File: config.mk
export PLATFORM = sky130hd
export DESIGN_NAME = thermal_latency_mode_governor
export DESIGN_NICKNAME = d
export VERILOG_FILES = /design/src/hdl/tlmg_pkg.sv /design/src/hdl/tlmg_regs.sv /design/src/hdl/tlmg_intake.sv /design/src/hdl/tlmg_core.sv /design/src/hdl/thermal_latency_mode_governor.sv
export SDC_FILE = /design/constraint.sdc
export NUM_CORES = 2
export LEC_CHECK = 0
export ABC_CLOCK_PERIOD_IN_PS = 9900
export BUFFER_PORTS_ARGS = -buffer_cell sky130_fd_sc_hd__clkbuf_2
export CORE_MARGIN = 2
export CORE_UTILIZATION = 35
export CTS_BUF_LIST = sky130_fd_sc_hd__clkbuf_8
export DETAILED_ROUTE_END_ITERATION = 8
export PLACE_DENSITY = 0.55
export SLEW_MARGIN = 20
export SYNTH_ARGS = -nofsm -noshare
export SYNTH_HDL_FRONTEND = slang
export SYNTH_SLANG_ARGS = --single-unit
File: constraint.sdc
create_clock -name aclk -period 9.9 [get_ports aclk]
set_input_delay 0.99 -clock aclk [delete_from_list [all_inputs] [get_ports aclk]]
set_output_delay 0.99 -clock aclk [all_outputs]
set_load 0.02 [all_outputs]
File: src/hdl/tlmg_pkg.sv
`timescale 1ns / 1ps
// ----------------------------------------------------------------------------
// tlmg_pkg
// Shared types, register map, mode codes and actuation plan tables for the
// thermal / latency mode governor.
// ----------------------------------------------------------------------------
package tlmg_pkg;

    localparam int TIME_W   = 48;
    localparam int DWELL_W  = 32;
    localparam int LEVEL_W  = 16;
    localparam int COUNT_W  = 32;
    localparam int APB_AW   = 5;
    localparam int APB_DW   = 32;
    localparam int REG_IDX_W = 3;
    localparam int NUM_DWELL = 5;

    // register indexes (byte address = 4 * index)
    localparam logic [REG_IDX_W-1:0] REG_LAT_ENTER = 3'd0;
    localparam logic [REG_IDX_W-1:0] REG_LAT_EXIT  = 3'd1;
    localparam logic [REG_IDX_W-1:0] REG_TH_ENTER  = 3'd2;
    localparam logic [REG_IDX_W-1:0] REG_TH_EXIT   = 3'd3;
    localparam logic [REG_IDX_W-1:0] REG_HOLD      = 3'd4;
    localparam logic [REG_IDX_W-1:0] REG_LOCKOUT   = 3'd5;

    localparam logic [LEVEL_W-1:0] RST_LAT_ENTER = 16'd16384;
    localparam logic [LEVEL_W-1:0] RST_LAT_EXIT  = 16'd11469;
    localparam logic [LEVEL_W-1:0] RST_TH_ENTER  = 16'd13926;
    localparam logic [LEVEL_W-1:0] RST_TH_EXIT   = 16'd12288;
    localparam logic [LEVEL_W-1:0] RST_HOLD      = 16'd750;
    localparam logic [LEVEL_W-1:0] RST_LOCKOUT   = 16'd1000;

    // 0.95 in Q0.10
    localparam int DEGRADE_NUM   = 973;
    localparam int DEGRADE_SHIFT = 10;
    localparam int DEGRADE_PROD_W = LEVEL_W + DEGRADE_SHIFT;

    // modes
    localparam logic [1:0] MODE_NORMAL   = 2'd0;
    localparam logic [1:0] MODE_LATENCY  = 2'd1;
    localparam logic [1:0] MODE_THERMAL  = 2'd2;
    localparam logic [1:0] MODE_DEGRADED = 2'd3;

    // dwell timer slots
    localparam int DW_LAT_ENTER = 0;
    localparam int DW_LAT_EXIT  = 1;
    localparam int DW_TH_ENTER  = 2;
    localparam int DW_TH_EXIT   = 3;
    localparam int DW_BOTH      = 4;

    // energy preference codes
    localparam logic [1:0] EPP_PERF          = 2'd0;
    localparam logic [1:0] EPP_BALANCE_PERF  = 2'd1;
    localparam logic [1:0] EPP_BALANCE_POWER = 2'd2;
    localparam logic [1:0] EPP_POWER         = 2'd3;

    // present mode codes
    localparam logic [1:0] PRESENT_AUTO      = 2'd0;
    localparam logic [1:0] PRESENT_IMMEDIATE = 2'd1;
    localparam logic [1:0] PRESENT_MAILBOX   = 2'd2;
    localparam logic [1:0] PRESENT_FIFO      = 2'd3;

    typedef struct packed {
        logic [LEVEL_W-1:0] lat_rise_level;
        logic [LEVEL_W-1:0] lat_fall_level;
        logic [LEVEL_W-1:0] th_rise_level;
        logic [LEVEL_W-1:0] th_fall_level;
        logic [LEVEL_W-1:0] hold_time_ms;
        logic [LEVEL_W-1:0] lockout_time_ms;
    } tlmg_cfg_t;

    typedef struct packed {
        logic [TIME_W-1:0]  now_time_ms;
        logic               sample_valid;
        logic [LEVEL_W-1:0] pressure;
        logic [LEVEL_W-1:0] thermal_stress;
        logic [DWELL_W-1:0] dt;
    } tlmg_item_t;

    typedef struct packed {
        logic [1:0]         mode;
        logic               mode_changed;
        logic [1:0]         energy_preference;
        logic [5:0]         min_perf_percent;
        logic [1:0]         present_mode;
        logic               use_compositor;
        logic [COUNT_W-1:0] transition_count;
    } tlmg_result_t;

    function automatic logic [1:0] plan_epp(input logic [1:0] mode);
        logic [1:0] r;
        case (mode)
            MODE_NORMAL:   r = EPP_BALANCE_PERF;
            MODE_LATENCY:  r = EPP_PERF;
            MODE_THERMAL:  r = EPP_BALANCE_POWER;
            default:       r = EPP_POWER;
        endcase
        return r;
    endfunction

    function automatic logic [5:0] plan_perf(input logic [1:0] mode);
        logic [5:0] r;
        case (mode)
            MODE_NORMAL:   r = 6'd30;
            MODE_LATENCY:  r = 6'd60;
            MODE_THERMAL:  r = 6'd20;
            default:       r = 6'd10;
        endcase
        return r;
    endfunction

    function automatic logic [1:0] plan_present(input logic [1:0] mode);
        logic [1:0] r;
        case (mode)
            MODE_NORMAL:   r = PRESENT_AUTO;
            MODE_LATENCY:  r = PRESENT_IMMEDIATE;
            MODE_THERMAL:  r = PRESENT_MAILBOX;
            default:       r = PRESENT_FIFO;
        endcase
        return r;
    endfunction

    function automatic logic plan_comp(input logic [1:0] mode);
        return (mode == MODE_LATENCY);
    endfunction

endpackage

File: src/hdl/tlmg_regs.sv
`timescale 1ns / 1ps
// ----------------------------------------------------------------------------
// tlmg_regs
// APB register file holding the hysteresis levels, hold and lockout times.
// ----------------------------------------------------------------------------
module tlmg_regs (
    input  logic                          aclk,
    input  logic                          aresetn,
    input  logic                          psel,
    input  logic                          penable,
    input  logic                          pwrite,
    input  logic [tlmg_pkg::APB_AW-1:0]   paddr,
    input  logic [tlmg_pkg::APB_DW-1:0]   pwdata,
    output logic [tlmg_pkg::APB_DW-1:0]   prdata,
    output logic                          pready,
    output tlmg_pkg::tlmg_cfg_t           cfg
);

    tlmg_pkg::tlmg_cfg_t                 cfg_reg;
    logic [tlmg_pkg::REG_IDX_W-1:0]      reg_idx;
    logic [tlmg_pkg::LEVEL_W-1:0]        wdata;
    logic                                wr_en;

    assign pready  = 1'b1;
    assign reg_idx = paddr[tlmg_pkg::APB_AW-1:2];
    assign wdata   = pwdata[tlmg_pkg::LEVEL_W-1:0];
    assign wr_en   = psel && penable && pwrite && pready;
    assign cfg     = cfg_reg;

    always_ff @(posedge aclk) begin
        if (!aresetn) begin
            cfg_reg.lat_rise_level  <= tlmg_pkg::RST_LAT_ENTER;
            cfg_reg.lat_fall_level  <= tlmg_pkg::RST_LAT_EXIT;
            cfg_reg.th_rise_level   <= tlmg_pkg::RST_TH_ENTER;
            cfg_reg.th_fall_level   <= tlmg_pkg::RST_TH_EXIT;
            cfg_reg.hold_time_ms    <= tlmg_pkg::RST_HOLD;
            cfg_reg.lockout_time_ms <= tlmg_pkg::RST_LOCKOUT;
        end else if (wr_en) begin
            case (reg_idx)
                tlmg_pkg::REG_LAT_ENTER: cfg_reg.lat_rise_level  <= wdata;
                tlmg_pkg::REG_LAT_EXIT:  cfg_reg.lat_fall_level  <= wdata;
                tlmg_pkg::REG_TH_ENTER:  cfg_reg.th_rise_level   <= wdata;
                tlmg_pkg::REG_TH_EXIT:   cfg_reg.th_fall_level   <= wdata;
                tlmg_pkg::REG_HOLD:      cfg_reg.hold_time_ms    <= wdata;
                tlmg_pkg::REG_LOCKOUT:   cfg_reg.lockout_time_ms <= wdata;
                default: ;
            endcase
        end
    end

    always_comb begin
        prdata = '0;
        case (reg_idx)
            tlmg_pkg::REG_LAT_ENTER: prdata[tlmg_pkg::LEVEL_W-1:0] = cfg_reg.lat_rise_level;
            tlmg_pkg::REG_LAT_EXIT:  prdata[tlmg_pkg::LEVEL_W-1:0] = cfg_reg.lat_fall_level;
            tlmg_pkg::REG_TH_ENTER:  prdata[tlmg_pkg::LEVEL_W-1:0] = cfg_reg.th_rise_level;
            tlmg_pkg::REG_TH_EXIT:   prdata[tlmg_pkg::LEVEL_W-1:0] = cfg_reg.th_fall_level;
            tlmg_pkg::REG_HOLD:      prdata[tlmg_pkg::LEVEL_W-1:0] = cfg_reg.hold_time_ms;
            tlmg_pkg::REG_LOCKOUT:   prdata[tlmg_pkg::LEVEL_W-1:0] = cfg_reg.lockout_time_ms;
            default:                 prdata = '0;
        endcase
    end

endmodule

File: src/hdl/tlmg_intake.sv
`timescale 1ns / 1ps
// ----------------------------------------------------------------------------
// tlmg_intake
// Input register. Captures one event and works out its elapsed time against
// the previous event's timestamp, saturated to 32 bits.
// ----------------------------------------------------------------------------
module tlmg_intake (
    input  logic                          aclk,
    input  logic                          aresetn,
    input  logic                          s_valid,
    output logic                          s_ready,
    input  logic [tlmg_pkg::TIME_W-1:0]   s_now_time_ms,
    input  logic                          s_sample_valid,
    input  logic [tlmg_pkg::LEVEL_W-1:0]  s_pressure,
    input  logic [tlmg_pkg::LEVEL_W-1:0]  s_thermal_stress,
    output logic                          item_valid,
    input  logic                          item_ready,
    output tlmg_pkg::tlmg_item_t          item
);

    logic                               hold_valid_reg;
    logic [tlmg_pkg::TIME_W-1:0]        last_time_reg;
    tlmg_pkg::tlmg_item_t               item_reg;
    tlmg_pkg::tlmg_item_t               item_next;
    logic [tlmg_pkg::TIME_W-1:0]        diff;
    logic                               s_xfer;

    assign s_ready    = !hold_valid_reg || item_ready;
    assign s_xfer     = s_valid && s_ready;
    assign item_valid = hold_valid_reg;
    assign item       = item_reg;
    assign diff       = s_now_time_ms - last_time_reg;

    always_comb begin
        item_next.now_time_ms    = s_now_time_ms;
        item_next.sample_valid   = s_sample_valid;
        item_next.pressure       = s_pressure;
        item_next.thermal_stress = s_thermal_stress;
        if (s_now_time_ms > last_time_reg) begin
            if (|diff[tlmg_pkg::TIME_W-1:tlmg_pkg::DWELL_W])
                item_next.dt = '1;
            else
                item_next.dt = diff[tlmg_pkg::DWELL_W-1:0];
        end else begin
            // time stood still or went backwards
            item_next.dt = '0;
        end
    end

    always_ff @(posedge aclk) begin
        if (!aresetn) begin
            hold_valid_reg <= 1'b0;
            last_time_reg  <= '0;
        end else if (s_xfer) begin
            hold_valid_reg <= 1'b1;
            last_time_reg  <= s_now_time_ms;
        end else if (item_ready) begin
            hold_valid_reg <= 1'b0;
        end
    end

    always_ff @(posedge aclk) begin
        if (s_xfer) begin
            item_reg <= item_next;
        end
    end

endmodule

File: src/hdl/tlmg_core.sv
`timescale 1ns / 1ps
// ----------------------------------------------------------------------------
// tlmg_core
// Dwell timers, lockout and the four-mode governor; registers one result
// per event together with the actuation plan of the resulting mode.
// ----------------------------------------------------------------------------
module tlmg_core (
    input  logic                          aclk,
    input  logic                          aresetn,
    input  tlmg_pkg::tlmg_cfg_t           cfg,
    input  logic                          item_valid,
    output logic                          item_ready,
    input  tlmg_pkg::tlmg_item_t          item,
    output logic                          m_valid,
    input  logic                          m_ready,
    output tlmg_pkg::tlmg_result_t        result
);

    localparam int NDW = tlmg_pkg::NUM_DWELL;
    localparam int DW  = tlmg_pkg::DWELL_W;
    localparam int TW  = tlmg_pkg::TIME_W;

    logic [1:0]                     mode_reg;
    logic [1:0]                     mode_next;
    logic [TW-1:0]                  lockout_reg;
    logic [DW-1:0]                  dwell_reg [NDW];
    logic [DW-1:0]                  dwell_adv [NDW];
    logic [tlmg_pkg::COUNT_W-1:0]   count_reg;
    logic                           m_valid_reg;
    tlmg_pkg::tlmg_result_t         result_reg;
    tlmg_pkg::tlmg_result_t         result_next;

    logic [NDW-1:0]                 cond;
    logic [NDW-1:0]                 held;
    logic [DW:0]                    dwell_sum [NDW];
    logic                           lat_hi;
    logic                           lat_lo;
    logic                           th_hi;
    logic                           th_lo;
    logic                           unlocked;
    logic                           change;
    logic                           take;
    logic [tlmg_pkg::DEGRADE_PROD_W-1:0] deg_prod;
    logic [tlmg_pkg::LEVEL_W-1:0]   deg_level;
    logic [TW:0]                    lock_sum;
    logic [TW-1:0]                  lock_next;
    logic [tlmg_pkg::COUNT_W-1:0]   count_next;

    assign take       = item_valid && (!m_valid_reg || m_ready);
    assign item_ready = take;
    assign m_valid    = m_valid_reg;
    assign result     = result_reg;

    assign lat_hi = item.pressure > cfg.lat_rise_level;
    assign lat_lo = item.pressure < cfg.lat_fall_level;
    assign th_hi  = item.thermal_stress > cfg.th_rise_level;
    assign th_lo  = item.thermal_stress < cfg.th_fall_level;

    assign cond[tlmg_pkg::DW_LAT_ENTER] = lat_hi;
    assign cond[tlmg_pkg::DW_LAT_EXIT]  = lat_lo;
    assign cond[tlmg_pkg::DW_TH_ENTER]  = th_hi;
    assign cond[tlmg_pkg::DW_TH_EXIT]   = th_lo;
    assign cond[tlmg_pkg::DW_BOTH]      = lat_lo && th_lo;

    // 0.95 of the thermal enter level for degraded entry
    assign deg_prod  = tlmg_pkg::DEGRADE_PROD_W'(cfg.th_rise_level)
                     * tlmg_pkg::DEGRADE_PROD_W'(tlmg_pkg::DEGRADE_NUM);
    assign deg_level = deg_prod[tlmg_pkg::DEGRADE_PROD_W-1:tlmg_pkg::DEGRADE_SHIFT];

    always_comb begin
        for (int k = 0; k < NDW; k++) begin
            dwell_sum[k] = {1'b0, dwell_reg[k]} + {1'b0, item.dt};
            if (!item.sample_valid || !cond[k])
                dwell_adv[k] = '0;
            else if (dwell_sum[k][DW])
                dwell_adv[k] = '1;
            else
                dwell_adv[k] = dwell_sum[k][DW-1:0];
            held[k] = dwell_adv[k] >= {{(DW-tlmg_pkg::LEVEL_W){1'b0}}, cfg.hold_time_ms};
        end
    end

    assign unlocked = item.now_time_ms >= lockout_reg;

    always_comb begin
        mode_next = mode_reg;
        case (mode_reg)
            tlmg_pkg::MODE_NORMAL: begin
                if (th_hi && held[tlmg_pkg::DW_TH_ENTER])
                    mode_next = tlmg_pkg::MODE_THERMAL;
                else if (lat_hi && held[tlmg_pkg::DW_LAT_ENTER])
                    mode_next = tlmg_pkg::MODE_LATENCY;
            end
            tlmg_pkg::MODE_LATENCY: begin
                // thermal pre-empts latency critical with no dwell
                if (th_hi)
                    mode_next = tlmg_pkg::MODE_THERMAL;
                else if (lat_lo && held[tlmg_pkg::DW_LAT_EXIT])
                    mode_next = tlmg_pkg::MODE_NORMAL;
            end
            tlmg_pkg::MODE_THERMAL: begin
                if (th_lo && held[tlmg_pkg::DW_TH_EXIT])
                    mode_next = tlmg_pkg::MODE_NORMAL;
                else if (lat_hi && held[tlmg_pkg::DW_LAT_ENTER]
                         && item.thermal_stress > deg_level)
                    mode_next = tlmg_pkg::MODE_DEGRADED;
            end
            default: begin
                if (cond[tlmg_pkg::DW_BOTH] && held[tlmg_pkg::DW_BOTH])
                    mode_next = tlmg_pkg::MODE_NORMAL;
            end
        endcase
    end

    assign change     = item.sample_valid && unlocked && (mode_next != mode_reg);
    assign lock_sum   = {1'b0, item.now_time_ms}
                      + {{(TW+1-tlmg_pkg::LEVEL_W){1'b0}}, cfg.lockout_time_ms};
    assign lock_next  = lock_sum[TW] ? '1 : lock_sum[TW-1:0];
    assign count_next = change ? count_reg + 1'b1 : count_reg;

    always_comb begin
        logic [1:0] m;
        m = change ? mode_next : mode_reg;
        result_next.mode              = m;
        result_next.mode_changed      = change;
        result_next.energy_preference = tlmg_pkg::plan_epp(m);
        result_next.min_perf_percent  = tlmg_pkg::plan_perf(m);
        result_next.present_mode      = tlmg_pkg::plan_present(m);
        result_next.use_compositor    = tlmg_pkg::plan_comp(m);
        result_next.transition_count  = count_next;
    end

    always_ff @(posedge aclk) begin
        if (!aresetn) begin
            mode_reg    <= tlmg_pkg::MODE_NORMAL;
            lockout_reg <= '0;
            count_reg   <= '0;
            m_valid_reg <= 1'b0;
            for (int k = 0; k < NDW; k++) begin
                dwell_reg[k] <= '0;
            end
        end else begin
            if (take) begin
                m_valid_reg <= 1'b1;
                count_reg   <= count_next;
                if (change) begin
                    mode_reg    <= mode_next;
                    lockout_reg <= lock_next;
                end
                for (int k = 0; k < NDW; k++) begin
                    dwell_reg[k] <= change ? '0 : dwell_adv[k];
                end
            end else if (m_ready) begin
                m_valid_reg <= 1'b0;
            end
        end
    end

    always_ff @(posedge aclk) begin
        if (take) begin
            result_reg <= result_next;
        end
    end

endmodule

File: src/hdl/thermal_latency_mode_governor.sv
`timescale 1ns / 1ps
// ----------------------------------------------------------------------------
// thermal_latency_mode_governor
// Four-mode governor driven by latency pressure and thermal stress, with
// dwell hysteresis, post-transition lockout and a per-mode actuation plan.
//
//   channel  | dir  | handshake        | payload
//   ---------+------+------------------+---------------------------------------
//   s_       | in   | s_valid/s_ready  | now_time_ms, sample_valid, pressures
//   m_       | out  | m_valid/m_ready  | mode, mode_changed, plan, count
//   apb      | in   | psel/penable     | six 16-bit registers at 4*index
//
// One event per cycle sustained while m_ready is held high; an input transfer
// passes the input register, then decision logic into the result register.
// Synchronous active-low reset restores register defaults, normal mode and
// clears timers, lockout and the transition count.
// A stalled result still lets one further event be taken into the input
// register; s_ready drops only while both registers are full.
// ----------------------------------------------------------------------------
module thermal_latency_mode_governor (
    input  logic                          aclk,
    input  logic                          aresetn,
    input  logic                          psel,
    input  logic                          penable,
    input  logic                          pwrite,
    input  logic [tlmg_pkg::APB_AW-1:0]   paddr,
    input  logic [tlmg_pkg::APB_DW-1:0]   pwdata,
    output logic [tlmg_pkg::APB_DW-1:0]   prdata,
    output logic                          pready,
    input  logic                          s_valid,
    output logic                          s_ready,
    input  logic [tlmg_pkg::TIME_W-1:0]   s_now_time_ms,
    input  logic                          s_sample_valid,
    input  logic [tlmg_pkg::LEVEL_W-1:0]  s_pressure,
    input  logic [tlmg_pkg::LEVEL_W-1:0]  s_thermal_stress,
    output logic                          m_valid,
    input  logic                          m_ready,
    output logic [1:0]                    m_mode,
    output logic                          m_mode_changed,
    output logic [1:0]                    m_energy_preference,
    output logic [5:0]                    m_min_perf_percent,
    output logic [1:0]                    m_present_mode,
    output logic                          m_use_compositor,
    output logic [tlmg_pkg::COUNT_W-1:0]  m_transition_count
);

    tlmg_pkg::tlmg_cfg_t     cfg;
    tlmg_pkg::tlmg_item_t    item;
    tlmg_pkg::tlmg_result_t  result;
    logic                    item_valid;
    logic                    item_ready;

    tlmg_regs u_regs (
        .aclk    (aclk),
        .aresetn (aresetn),
        .psel    (psel),
        .penable (penable),
        .pwrite  (pwrite),
        .paddr   (paddr),
        .pwdata  (pwdata),
        .prdata  (prdata),
        .pready  (pready),
        .cfg     (cfg)
    );

    tlmg_intake u_intake (
        .aclk             (aclk),
        .aresetn          (aresetn),
        .s_valid          (s_valid),
        .s_ready          (s_ready),
        .s_now_time_ms    (s_now_time_ms),
        .s_sample_valid   (s_sample_valid),
        .s_pressure       (s_pressure),
        .s_thermal_stress (s_thermal_stress),
        .item_valid       (item_valid),
        .item_ready       (item_ready),
        .item             (item)
    );

    tlmg_core u_core (
        .aclk       (aclk),
        .aresetn    (aresetn),
        .cfg        (cfg),
        .item_valid (item_valid),
        .item_ready (item_ready),
        .item       (item),
        .m_valid    (m_valid),
        .m_ready    (m_ready),
        .result     (result)
    );

    assign m_mode              = result.mode;
    assign m_mode_changed      = result.mode_changed;
    assign m_energy_preference = result.energy_preference;
    assign m_min_perf_percent  = result.min_perf_percent;
    assign m_present_mode      = result.present_mode;
    assign m_use_compositor    = result.use_compositor;
    assign m_transition_count  = result.transition_count;

    // input side only backs up when the result is stalled
    assert property (@(posedge aclk) disable iff (!aresetn)
        !s_ready |-> (m_valid && !m_ready))
        else $error("s_ready low without a stalled result");

    // the compositor is used exactly in latency critical mode
    assert property (@(posedge aclk) disable iff (!aresetn)
        m_valid |-> (m_use_compositor == (m_mode == tlmg_pkg::MODE_LATENCY)))
        else $error("compositor plan does not match mode");

    // a handed-over item reaches the result register on the next edge
    assert property (@(posedge aclk) disable iff (!aresetn)
        (item_valid && item_ready) |=> m_valid)
        else $error("accepted event produced no result");

endmodule
==> flow_summary.yaml <==
power_and_ir_drop:
  comb_power_share: 0.291
  sw_frac_of_total: 0.350
  vdd_drop_max_mv: 0.122
  clkPwrFrac: 0.336
  power_frac_seq: 0.373
  leakagePower_nw: 20.2
  power.switching_mw: 2.44
  p_per_area_nw_per_um2: 149
  intPower_mw: 4.53
  finalPower_mw: 6.98
clock_tree:
  cts_setup_buffers: 0
  htreeDepth: 3
  worstSkewPairLatency_ns: 0.78
  clock_path_buffers: 3
  cts_resized: 0
  numCtsBuffers: 102
  cts_tree: "built"
  clkSinkCount: 540
  postCtsHoldBufs: 0
  clk_pin_slew_ns: 0.07
  cts_root_buffer: "clkbuf_8"
placement:
  placed_cell_area_um2: 44600
  io_buffers: 169
  hpwl_um: 95700
  gp_congestion: 0.880
sta:
  tightest_slew_ns: 0.994
  setup_viol: 0
  fin_crit_ns: 9.25
  slew_violations: 0
  max_freq_mhz: 108
  hold_slack_ns: 0.383
  tns_ns: 0
  skew_ns: 0.0458
  final-hold-violation-count: 0
  relSlewSlack: 0.336
  rsz0062_at_grt: "no"
  min_period_over_period: 0.934
worst_setup_path:
  crit_path_end_kind: "register"
  cp.arrival_ns: 9.73
  critPathKind: "register to register"
  critical_path.top_delay_family: "adder cells"
  cp_common_cell: "fa_1"
  critPathMaxStageDelay_ns: 0.53
  slowest_stage: "dfxtp_1"
  path_max_fanout: 70
  crit_buf_inv: 8
  critPathRequiredTime_ns: 10.38
  start_kind: "register"
hold_path:
  holdCritPathClass: "primary input to register"
floorplan:
  start_util: 0.351
  rows: 127
  core_um2: 119000
  io_pins: 206
  die_height_um: 350
  die_area_um2: 123000
  die_x_um: 350
logic_synthesis:
  yosys.area.top_type: "edfxtp_1"
  synth_area_leaders: "edfxtp_1 22%, ha_1 15%, dfxtp_1 11%"
  syn_area_per_cell_um2: 8.87
  yosys_warnings: 0
  synth_compound_area_frac: 0.209
  yosys.area_share.simple: 0.161
  syn_area_um2: 42000
  synth_cell_type_count: 102
  synth_xor_area_frac: 0.0507
  synth_enable_flop_cells: 312
  muxShareOfSynthArea: 0.00480
  yosysSeqAreaShare: 0.332
  synth_top_family_by_area: "compound AO/OA/AOI/OAI gates"
  synthAdderAreaFrac: 0.186
  synth_top_flop_cell: "edfxtp_1"
  postSynth.asyncResetShare: 0
  synth_top_area_frac: 0.223
  ys_seq_elements: 540
  syn_inst: 4735
route:
  drt_iter0_drc: 2320
  vias: 35270
  antenna_left: 0
  wire_per_inst_um: 19.1
  wirelength_um: 126000
  dr.pass1.iters: 6
  drc_errors: 0
  vias_per_cell: 5.35
finish:
  final_area_um2: 46800
  largest_reg_flops: 160
  syn_to_final_growth_pct: 11.5
  layout_commonest_cell: "nand2_1"
  final_util: 0.392
  nets: 5595
  final_cell_mix: "524 x nand2_1, 515 x ha_1, 491 x a21oi_1"
  drive_gt1_frac: 0.0932
global_routing:
  grt_overflow_total: 0
  grt_usage: 0.202
  grt_pass1_vias: 34049
  grt_first_pass_wirelength_um: 196000
  antenna_found_initial: 9
  grt_max_degree: 102
run_status:
  status: "completed"
job:
  cap_violations: 0
## metal layers
layer / GRT usage / routed length [um] / vias to the layer above
li1: - / - / 17443
met5: 0 / 77 / -
met2: 0.325 / 56300 / 850
met3: 0.0287 / 6230 / 174
met1: 0.286 / 60300 / 16791
met4: 0.0489 / 2740 / 12
## final timing paths
check,slack [ns],to,from,cells past startpoint
worst max-delay path,0.65,u_core.result[16],u_regs.cfg[48],33
worst min-delay path,0.38,u_intake.item[40],s_thermal_stress[8],1
worst min register to register,0.45,u_intake.last_time_reg[29],u_intake.last_time_reg[29],2
worst max register to register,0.65,u_core.result[16],u_regs.cfg[48],33
## through the flow
step	cells	setup slack [ns]
after floorplan	4751	1.54
after global routing	6591	0.109
after detailed placement	6394	0.321
after CTS	6588	0.222
final	6591	0.650
after global placement	6394	0.187
## cell usage after synthesis, types with 22 or more instances
cell type,instances
a211oi_1,53
a21o_1,148
a21oi_1,491
a22oi_1,99
a31oi_1,27
and3_1,119
buf_2,22
buf_4,26
clkbuf_1,136
dfxtp_1,228
edfxtp_1,312
fa_1,69
ha_1,515
inv_1,397
nand2_1,526
nand2b_1,64
nand3_1,107
nand4_1,67
nor2_1,268
nor2b_1,38
nor3_1,58
nor4_1,25
o211ai_1,67
o21a_1,65
o21ai_0,164
o21bai_1,28
o31ai_1,22
or3_1,22
xnor2_1,111
xor2_1,132
## cell families (layout without fill, tap and decap cells)
logic type                 Yosys count  count (layout)
AOI/OAI and AO/OA                 1351            1351
xor gates and xnor gates           243             243
adders and majority gates          584             584
buffers and inverters              589             814
DFF                                540             540
muxes                               20              20
other                                2              21
and+or+nand+nor                   1406            1406
## final cells by class
| type | instances | area, um2 |
|---|---|---|
| clock inverter | 72 | 484 |
| multi-input combinational | 3622 | 25900 |
| fill | 12297 | 72700 |
| inverter | 397 | 1500 |
| timing repair buffer | 223 | 1330 |
| tap | 1612 | 2020 |
| antenna | 3 | 7.51 |
| clock buffer | 122 | 1680 |
| sequential | 540 | 13900 |
## power by group through the flow
stage | sequential [mW] | clock (mW) | combinational, mW
after floorplan | 2.62 | 0 | 1.48
after global placement | 2.65 | 0 | 1.99
after detailed placement | 2.65 | 0 | 1.99
after CTS | 2.60 | 2.41 | 2.01
after global routing | 2.61 | 2.51 | 2.27
final | 2.60 | 2.35 | 2.03
No activity file was read; power rests on OpenSTA's default activity.
